<file path="src/sv/pes_pkg.sv">
package pes_pkg;

    localparam int TABLE_DEPTH = 16;

    localparam logic [1:0] ST_STORED  = 2'd0;
    localparam logic [1:0] ST_SKIPPED = 2'd1;
    localparam logic [1:0] ST_DROPPED = 2'd2;

    localparam logic [31:0] RECIP_NUM = 32'hffffffff;
    localparam logic [31:0] ONE_ROW   = 32'h00010000;
    localparam logic [15:0] FRAC_MASK = 16'hffff;

    // classified edge handed from front to back
    typedef struct packed {
        logic        new_poly;
        logic        skip;
        logic [15:0] top_row;
        logic [15:0] bot_row;
        logic [31:0] dy;
        logic [15:0] frac;
        logic [31:0] tx;
        logic [31:0] tu;
        logic [31:0] tv;
        logic [31:0] dx;
        logic [31:0] du;
        logic [31:0] dv;
    } t_edge;

endpackage

</file>
<file path="src/sv/polygon_edge_setup.sv">
// Polygon edge setup. Each pushed beat is one edge (two 16.16 vertices with
// u and v); each popped beat reports whether it was stored, skipped as
// horizontal, or dropped with the table full, with steps, prestepped starts
// and the polygon's row span. A front stage orders the endpoints and forms
// the differences into a two-entry queue; the back unit runs a restoring
// divide (one quotient bit a cycle) then six products on one shared 32x32
// multiplier. The back takes a new edge only from idle, once the previous
// result beat has been popped; a skipped edge or one under one row high
// skips the divide.
// The per-edge table has no reset and is write-only.
module polygon_edge_setup
    import pes_pkg::*;
(
    input  logic        i_clk,
    input  logic        i_rst_n,
    input  logic        push,
    output logic        full,
    input  logic        i_new_polygon,
    input  logic [31:0] i_first_x,
    input  logic [31:0] i_first_y,
    input  logic [31:0] i_first_u,
    input  logic [31:0] i_first_v,
    input  logic [31:0] i_second_x,
    input  logic [31:0] i_second_y,
    input  logic [31:0] i_second_u,
    input  logic [31:0] i_second_v,
    output logic        empty,
    input  logic        pop,
    output logic [1:0]  o_status,
    output logic [3:0]  o_edge_slot,
    output logic [15:0] o_top_row,
    output logic [15:0] o_bottom_row,
    output logic [31:0] o_start_x,
    output logic [31:0] o_start_u,
    output logic [31:0] o_start_v,
    output logic [31:0] o_step_x,
    output logic [31:0] o_step_u,
    output logic [31:0] o_step_v,
    output logic [15:0] o_span_top,
    output logic [15:0] o_span_bottom
);
    logic  q_valid, q_take;
    t_edge q_edge;

    // front: classify and queue
    pes_front u_front (
        .i_clk, .i_rst_n, .i_push(push), .o_full(full),
        .i_new_polygon, .i_first_x, .i_first_y, .i_first_u, .i_first_v,
        .i_second_x, .i_second_y, .i_second_u, .i_second_v,
        .o_valid(q_valid), .o_edge(q_edge), .i_take(q_take));

    // back: divide, multiply, table update, result beat
    pes_back u_back (
        .i_clk, .i_rst_n, .i_valid(q_valid), .i_edge(q_edge), .o_take(q_take),
        .o_empty(empty), .i_pop(pop), .o_status, .o_edge_slot, .o_top_row,
        .o_bottom_row, .o_start_x, .o_start_u, .o_start_v, .o_step_x,
        .o_step_u, .o_step_v, .o_span_top, .o_span_bottom);
endmodule

</file>
<file path="src/sv/pes_front.sv">
module pes_front
    import pes_pkg::*;
(
    input  logic        i_clk,
    input  logic        i_rst_n,
    input  logic        i_push,
    output logic        o_full,
    input  logic        i_new_polygon,
    input  logic [31:0] i_first_x,
    input  logic [31:0] i_first_y,
    input  logic [31:0] i_first_u,
    input  logic [31:0] i_first_v,
    input  logic [31:0] i_second_x,
    input  logic [31:0] i_second_y,
    input  logic [31:0] i_second_u,
    input  logic [31:0] i_second_v,
    output logic        o_valid,
    output t_edge       o_edge,
    input  logic        i_take
);
    // two-entry queue toward the back part
    t_edge r_q [2];
    logic  r_wp, r_rp;
    logic [1:0] r_cnt;
    t_edge n_e;
    logic  swap;
    logic  acc, tak;

    assign o_full  = (r_cnt == 2'd2);
    assign o_valid = (r_cnt != 2'd0);
    assign o_edge  = r_q[r_rp];
    assign acc = i_push && !o_full;
    assign tak = i_take && o_valid;

    always_comb begin
        swap = $signed(i_second_y) < $signed(i_first_y);
        n_e.new_poly = i_new_polygon;
        n_e.skip     = (i_first_y[31:16] == i_second_y[31:16]);
        n_e.top_row  = swap ? i_second_y[31:16] : i_first_y[31:16];
        n_e.bot_row  = swap ? i_first_y[31:16] : i_second_y[31:16];
        n_e.tx = swap ? i_second_x : i_first_x;
        n_e.tu = swap ? i_second_u : i_first_u;
        n_e.tv = swap ? i_second_v : i_first_v;
        n_e.dy = swap ? i_first_y - i_second_y : i_second_y - i_first_y;
        n_e.dx = swap ? i_first_x - i_second_x : i_second_x - i_first_x;
        n_e.du = swap ? i_first_u - i_second_u : i_second_u - i_first_u;
        n_e.dv = swap ? i_first_v - i_second_v : i_second_v - i_first_v;
        n_e.frac = (swap ? i_second_y[15:0] : i_first_y[15:0]) ^ FRAC_MASK;
    end

    always_ff @(posedge i_clk) begin
        if (acc) r_q[r_wp] <= n_e;
        if (!i_rst_n) begin
            r_wp <= 1'b0; r_rp <= 1'b0; r_cnt <= 2'd0;
        end else begin
            if (acc) r_wp <= ~r_wp;
            if (tak) r_rp <= ~r_rp;
            r_cnt <= r_cnt + {1'b0, acc} - {1'b0, tak};
        end
    end

`ifndef SYNTHESIS
    a_cnt_range: assert property (@(posedge i_clk) disable iff (!i_rst_n)
        r_cnt != 2'd3) else $error("queue count overflow");
    a_no_take_empty: assert property (@(posedge i_clk) disable iff (!i_rst_n)
        (r_cnt == 2'd0) |=> (r_cnt <= 2'd1)) else $error("queue underflow");
    a_ptr_gap: assert property (@(posedge i_clk) disable iff (!i_rst_n)
        (r_cnt == 2'd1) |-> (r_wp != r_rp)) else $error("pointer mismatch");
`endif
endmodule

</file>
<file path="src/sv/pes_ram.sv">
module pes_ram #(
    parameter int WIDTH = 32,
    parameter int DEPTH = 16
) (
    input  logic                     i_clk,
    input  logic                     i_we,
    input  logic [$clog2(DEPTH)-1:0] i_addr,
    input  logic [WIDTH-1:0]         i_wdata,
    output logic [WIDTH-1:0]         o_rdata
);
    logic [WIDTH-1:0] r_mem [DEPTH];
    always_ff @(posedge i_clk) begin
        if (i_we) r_mem[i_addr] <= i_wdata;
        o_rdata <= r_mem[i_addr];
    end
endmodule

</file>
<file path="src/sv/pes_back.sv">
module pes_back
    import pes_pkg::*;
(
    input  logic        i_clk,
    input  logic        i_rst_n,
    input  logic        i_valid,
    input  t_edge       i_edge,
    output logic        o_take,
    output logic        o_empty,
    input  logic        i_pop,
    output logic [1:0]  o_status,
    output logic [3:0]  o_edge_slot,
    output logic [15:0] o_top_row,
    output logic [15:0] o_bottom_row,
    output logic [31:0] o_start_x,
    output logic [31:0] o_start_u,
    output logic [31:0] o_start_v,
    output logic [31:0] o_step_x,
    output logic [31:0] o_step_u,
    output logic [31:0] o_step_v,
    output logic [15:0] o_span_top,
    output logic [15:0] o_span_bottom
);
    localparam int CW = $clog2(TABLE_DEPTH + 1);
    localparam int AW = $clog2(TABLE_DEPTH);

    typedef enum logic [2:0] {S_IDLE, S_DIV, S_MUL, S_PRE, S_DONE, S_OUT} t_state;

    t_state      r_state;
    t_edge       r_e;
    logic [31:0] r_rem, r_quo, r_den;
    logic [5:0]  r_bit;
    logic [1:0]  r_lane;
    logic [31:0] r_step [3];
    logic [31:0] r_start [3];
    logic [CW-1:0] r_count;
    logic [15:0] r_lo, r_hi;
    logic        r_we;
    logic [AW-1:0] r_addr;

    logic [32:0] rem_sh;
    logic        ge;
    logic [63:0] prod;
    logic signed [31:0] ma, mb;
    logic [31:0] rows_q;
    logic [63:0] x_q, u_q, v_q;
    logic [15:0] lo_c, hi_c;
    logic [CW-1:0] cnt_c;

    assign o_take  = (r_state == S_IDLE) && i_valid;
    assign o_empty = (r_state != S_OUT);
    assign rem_sh  = {r_rem, r_den[31]};
    assign ge      = rem_sh >= {1'b0, r_e.dy};

    // one shared 32x32 signed multiplier
    always_comb begin
        if (r_state == S_MUL) begin
            ma = $signed(r_quo);
            case (r_lane)
                2'd0:    mb = $signed(r_e.dx);
                2'd1:    mb = $signed(r_e.du);
                default: mb = $signed(r_e.dv);
            endcase
        end else begin
            ma = $signed({16'd0, r_e.frac});
            mb = $signed(r_step[r_lane]);
        end
        prod = 64'(ma * mb);
    end

    always_comb begin
        lo_c = r_e.new_poly ? 16'sh7fff : r_lo;
        hi_c = r_e.new_poly ? 16'sh8000 : r_hi;
        cnt_c = r_e.new_poly ? '0 : r_count;
    end

    always_ff @(posedge i_clk) begin
        r_we <= i_rst_n && (r_state == S_DONE) && !r_e.skip
                && (cnt_c < CW'(TABLE_DEPTH));
        if (!i_rst_n) begin
            r_state <= S_IDLE;
            r_count <= '0;
            r_lo <= 16'sh7fff;
            r_hi <= 16'sh8000;
        end else begin
            case (r_state)
                S_IDLE: if (i_valid) begin
                    r_e <= i_edge;
                    r_rem <= '0; r_quo <= '0; r_den <= RECIP_NUM;
                    r_bit <= 6'd0; r_lane <= 2'd0;
                    r_state <= S_DIV;
                end
                S_DIV: begin
                    // restoring divide, one quotient bit a cycle
                    if (r_e.dy < ONE_ROW || r_e.skip) begin
                        r_quo <= '0;
                        r_state <= S_MUL;
                    end else begin
                        r_rem <= ge ? 32'(rem_sh - {1'b0, r_e.dy}) : rem_sh[31:0];
                        r_quo <= {r_quo[30:0], ge};
                        r_den <= {r_den[30:0], 1'b0};
                        r_bit <= r_bit + 6'd1;
                        if (r_bit == 6'd31) r_state <= S_MUL;
                    end
                end
                S_MUL: begin
                    r_step[r_lane] <= prod[47:16];
                    if (r_lane == 2'd2) begin
                        r_lane <= 2'd0; r_state <= S_PRE;
                    end else r_lane <= r_lane + 2'd1;
                end
                S_PRE: begin
                    case (r_lane)
                        2'd0:    r_start[0] <= r_e.tx + prod[47:16];
                        2'd1:    r_start[1] <= r_e.tu + prod[47:16];
                        default: r_start[2] <= r_e.tv + prod[47:16];
                    endcase
                    if (r_lane == 2'd2) r_state <= S_DONE;
                    else r_lane <= r_lane + 2'd1;
                end
                S_DONE: begin
                    o_top_row <= r_e.top_row;
                    o_bottom_row <= r_e.bot_row;
                    if (r_e.skip) begin
                        o_status <= ST_SKIPPED;
                        o_edge_slot <= '0;
                        {o_start_x, o_start_u, o_start_v} <= '0;
                        {o_step_x, o_step_u, o_step_v} <= '0;
                        r_lo <= lo_c; r_hi <= hi_c; r_count <= cnt_c;
                        o_span_top <= lo_c; o_span_bottom <= hi_c;
                    end else begin
                        o_start_x <= r_start[0]; o_start_u <= r_start[1];
                        o_start_v <= r_start[2];
                        o_step_x <= r_step[0]; o_step_u <= r_step[1];
                        o_step_v <= r_step[2];
                        if (cnt_c >= CW'(TABLE_DEPTH)) begin
                            o_status <= ST_DROPPED;
                            o_edge_slot <= '0;
                            r_lo <= lo_c; r_hi <= hi_c; r_count <= cnt_c;
                            o_span_top <= lo_c; o_span_bottom <= hi_c;
                        end else begin
                            o_status <= ST_STORED;
                            o_edge_slot <= 4'(cnt_c);
                            r_addr <= cnt_c[AW-1:0];
                            r_count <= cnt_c + CW'(1);
                            r_lo <= ($signed(r_e.top_row) < $signed(lo_c)) ? r_e.top_row : lo_c;
                            r_hi <= ($signed(r_e.bot_row) > $signed(hi_c)) ? r_e.bot_row : hi_c;
                            o_span_top <= ($signed(r_e.top_row) < $signed(lo_c))
                                ? r_e.top_row : lo_c;
                            o_span_bottom <= ($signed(r_e.bot_row) > $signed(hi_c))
                                ? r_e.bot_row : hi_c;
                        end
                    end
                    r_state <= S_OUT;
                end
                S_OUT: if (i_pop) r_state <= S_IDLE;
                default: r_state <= S_IDLE;
            endcase
        end
    end

    // edge table, written once per stored edge
    pes_ram #(.WIDTH(32), .DEPTH(TABLE_DEPTH)) u_rows (
        .i_clk, .i_we(r_we), .i_addr(r_addr),
        .i_wdata({o_bottom_row, o_top_row}), .o_rdata(rows_q));
    pes_ram #(.WIDTH(64), .DEPTH(TABLE_DEPTH)) u_x (
        .i_clk, .i_we(r_we), .i_addr(r_addr),
        .i_wdata({o_step_x, o_start_x}), .o_rdata(x_q));
    pes_ram #(.WIDTH(64), .DEPTH(TABLE_DEPTH)) u_u (
        .i_clk, .i_we(r_we), .i_addr(r_addr),
        .i_wdata({o_step_u, o_start_u}), .o_rdata(u_q));
    pes_ram #(.WIDTH(64), .DEPTH(TABLE_DEPTH)) u_v (
        .i_clk, .i_we(r_we), .i_addr(r_addr),
        .i_wdata({o_step_v, o_start_v}), .o_rdata(v_q));

`ifndef SYNTHESIS
    a_count_cap: assert property (@(posedge i_clk) disable iff (!i_rst_n)
        r_count <= CW'(TABLE_DEPTH)) else $error("edge count past table");
    a_we_stored: assert property (@(posedge i_clk) disable iff (!i_rst_n)
        r_we |-> (o_status == ST_STORED)) else $error("write without store");
    a_take_idle: assert property (@(posedge i_clk) disable iff (!i_rst_n)
        o_take |=> (r_state == S_DIV)) else $error("take not followed by divide");
`endif
endmodule
</file>
<file path="config.mk">
export PLATFORM = sky130hd
export DESIGN_NAME = polygon_edge_setup
export DESIGN_NICKNAME = d
export VERILOG_FILES = /design/src/sv/pes_pkg.sv /design/src/sv/polygon_edge_setup.sv /design/src/sv/pes_front.sv /design/src/sv/pes_ram.sv /design/src/sv/pes_back.sv
export SDC_FILE = /design/constraint.sdc
export NUM_CORES = 2
export LEC_CHECK = 0
export ABC_CLOCK_PERIOD_IN_PS = 39800
export BUFFER_PORTS_ARGS = -buffer_cell sky130_fd_sc_hd__buf_2
export CAP_MARGIN = 15
export CORE_MARGIN = 10
export CORE_UTILIZATION = 50
export DETAILED_ROUTE_END_ITERATION = 10
export PLACE_DENSITY = 0.67
export SKIP_CTS_REPAIR_TIMING = 1
export SLEW_MARGIN = 20
export SYNTH_ARGS = -nofsm -noshare
export SYNTH_HDL_FRONTEND = slang
export SYNTH_SLANG_ARGS = --single-unit
</file>
<file path="constraint.sdc">
create_clock -name i_clk -period 39.8 [get_ports i_clk]
set_input_delay 5.97 -clock i_clk [delete_from_list [all_inputs] [get_ports i_clk]]
set_output_delay 5.97 -clock i_clk [all_outputs]
set_load 0.01 [all_outputs]
</file>
==> key figures <==
Status
  – Status: complete, no violations

Place
  – Placer Congestion: 1.00
  – Dpl cell area: 108000 um2
  – Dpl hpwl: 303000 um
  – Port Buf Inserts: 524

Worst setup path
  – CP dominant cell by count: fa_1
  – CP startpoint kind: register
  – Largest fanout on the critical path: 38
  – Worst setup path class: reg2reg
  – Worst setup EP type: register
  – RR Startpoint: u_back.r_lane[0]
  – Crit-path slowest cell: xor2_1
  – Worst Setup SP: u_back.r_lane[0]
  – WP data arrival: 14490 ps
  – Worst stage delay on the critical path: 830 ps
  – Critical Path RT: 40320 ps

Clocking
  – Clock Path Buffers: 3
  – Clock Root Buffer: clkbuf_16
  – TritonCTS clock tree: built
  – CTS H-Tree Depth: 4
  – Clk pin slew, worst setup/hold paths: 60 ps
  – Clk_lat worst skew: 850 ps
  – Clock tree sinks: 1458
  – CTS Buf Count: 155

Timing
  – Clock Skew: 98.4 ps
  – Shortest period the worst path allows: 13970 ps
  – Rel. slew slack: 0.0854
  – Setup TNS Final: 0 ps
  – Worst slew pin tran: 1360 ps
  – Slew Viols, Final: 0
  – Achievable Freq: 71.6 MHz
  – Final period utilization: 0.351
  – Unrepaired setup endpoints after global routing: no
  – Final Hold Vio Count: 0
  – Final setup fails: 0

Yosys
  – Cell count after synthesis: 9121
  – Sequential element share of the synthesized area: 0.424
  – Number of flops mapped to enable cells by yosys: 1412
  – Top cell type's share of synthesized area: 0.415
  – Mapped Area: 102000 um2
  – Synth Flop Type: edfxtp_1
  – Post-Synthesis Net Count: 10814
  – Asr flop ratio synth: 0
  – Post-synthesis cell type count: 107
  – Yosys top cell by area: edfxtp_1
  – Post-Syn Area per Cell: 11.2 um2
  – Flop and latch count out of synthesis: 1458
  – Synth area leaders: edfxtp_1 42%, fa_1 17%, ha_1 7.1%, inv_1 4.3%, mux2_2 3.1%
  – Synth warnings: 0

Finish
  – Multi-input logic area: 53100 um2
  – Post-route cell area: 113000 um2
  – Layout cells sized above 1: 0.139
  – Nets: 11234
  – FF/Latch Area: 43300 um2
  – Synth-to-Final Area Change: 10.9%
  – Fillers: 17201

GRT
  – Antenna violations before repair: 94
  – Vias in the first global route: 72726
  – Global Route Usage Sum: 0.329
  – Grt total ovfl: 0
  – Pin count of the biggest net entering global routing: 191
  – First-pass GRT wire length: 529000 um

Run
  – Max cap viols: 0

Min path
  – Hold path startpoint: u_back.r_hi[15]
  – HP Class: reg2reg

Die
  – Chip width: 472 um
  – Placement row count: 165
  – Die area: 223000 um2
  – Core ar.: 203000 um2
  – Initial core utilization: 0.504
  – Die H: 472 um
  – I/O pin count: 525

Drt
  – Metal3 WL: 35500 um
  – Pre-antenna DRT Iters: 6
  – Initial DRC count: 7744
  – Vias: 72472
  – Wl on met1: 153000 um
  – Top sig layer: met5
  – Wire per inst: 30.0 um
  – Final ANT Viol Nets: 0
  – DRT Wirelength: 373000 um
  – Vias/cell: 5.82
  – Met2 routed WL: 163000 um
  – Post-route DRC: 0
-- per-layer routing --
| metal | track usage | vias up |
|---|---|---|
| met5 | 0 | - |
| met4 | 0.160 | 38 |
| met3 | 0.0815 | 677 |
| met2 | 0.498 | 3388 |
| met1 | 0.444 | 36600 |
| li1 | - | 31769 |
-- worst max-delay path: cells and delay by family (launching register included) --
| family | cells | cell delay (ps) |
|---|---|---|
| DFF | 1 | 430 |
| buffers and inverters | 7 | 1100 |
| xor gates and xnor gates | 2 | 1000 |
| muxes | 1 | 160 |
| adders and majority gates | 11 | 4870 |
| AOI/OAI and AO/OA | 13 | 3980 |
| and+or+nand+nor | 9 | 2030 |
-- metrics by stage --
step | setup WS, ps | cells | hold WS (ps) | util
finish | 25830 | 12446 | 469 | 0.559
detailed placement | 25950 | 12055 | 458 | 0.531
global route | 25030 | 12415 | 488 | 0.559
global placement | 26270 | 12055 | 450 | 0.531
floorplan | 21480 | 9121 | 424 | -
CTS | 25900 | 12340 | 472 | 0.558
-- synthesized netlist by cell type (all sizes together) (32+ instances only) --
library cell  instances
ha                  582
nand4                61
clkbuf              311
buf                  80
mux2i                91
o21bai               76
o211ai               36
nor2b               244
mux4                 32
xnor2               216
fa                  850
a211oi               47
inv                1167
xor2                 99
and3                 57
nor3                 67
a21oi               481
o21ai               353
dfxtp                46
a21o                187
and2                193
nand3                59
o21a                 64
nand2b               90
edfxtp             1412
nor2                750
nand2               812
or2                  53
mux2                282
a31oi                51
-- worst paths after layout --
path,endpoint,slack [ps],depth (start not counted)
setup / recovery,u_back.r_start[0][63],25830,43
hold reg to reg,u_back.r_hi[15],470,2
setup reg to reg,u_back.r_start[0][63],25830,43
hold / removal,u_back.r_hi[15],470,2
-- flip-flops by register name (all words and copies together) (netlist names), 5 cells and up, named ones only --
name and flops:
u_front.r_q 548, u_back.r_e 274, u_back.r_step 128, u_back.r_start 96, o_start_u 32, o_start_v 32
o_start_x 32, o_step_u 32, o_step_v 32, o_step_x 32, u_back.r_den 32, u_back.r_quo 32
u_back.r_rem 32, u_back.o_bottom_row 16, u_back.o_span_bottom 16, u_back.o_span_top 16, u_back.o_top_row 16, u_back.r_hi 16
u_back.r_lo 16, u_back.r_bit 6, u_back.r_count 5
-- area by class of cell --
type / instances / share of cell area
Multi-Input combinational cell: 6104 / 0.468
Inverter: 1168 / 0.0387
Sequential cell: 1458 / 0.382
Timing Repair Buffer: 654 / 0.0324
Tap cell: 2672 / 0.0295
Clock buffer: 194 / 0.0361
Clock inverter: 91 / 0.0107
Antenna cell: 105 / 0.00232
-- placed cells by master (no fill, tap or decap), types with 156 or more instances in the layout --
| cell type | count |
|---|---|
| o21ai_0 | 335 |
| a21o_1 | 187 |
| clkbuf_16 | 156 |
| mux2_2 | 281 |
| ha_1 | 582 |
| nor2b_1 | 244 |
| xnor2_1 | 211 |
| fa_1 | 850 |
| a21oi_1 | 468 |
| nor2_1 | 743 |
| inv_1 | 1166 |
| nand2_1 | 811 |
| buf_2 | 524 |
| and2_1 | 189 |
| edfxtp_1 | 1412 |
-- kinds of logic (layout without fill, tap and decap cells) --
kind of cell	Yosys count	after routing	synth area share
buffers and inverters	1559	2107	0.0588
and+or+nand+nor	2453	2453	0.112
other	0	105	0
muxes	405	405	0.0471
DFF	1458	1458	0.424
AOI/OAI and AO/OA	1498	1498	0.0932
adders and majority gates	1432	1432	0.238
xor gates and xnor gates	316	316	0.0272
Power is left out: the tool's default activity adds up to more than one toggle a clock period on the data nets, which glitch-free logic cannot reach.
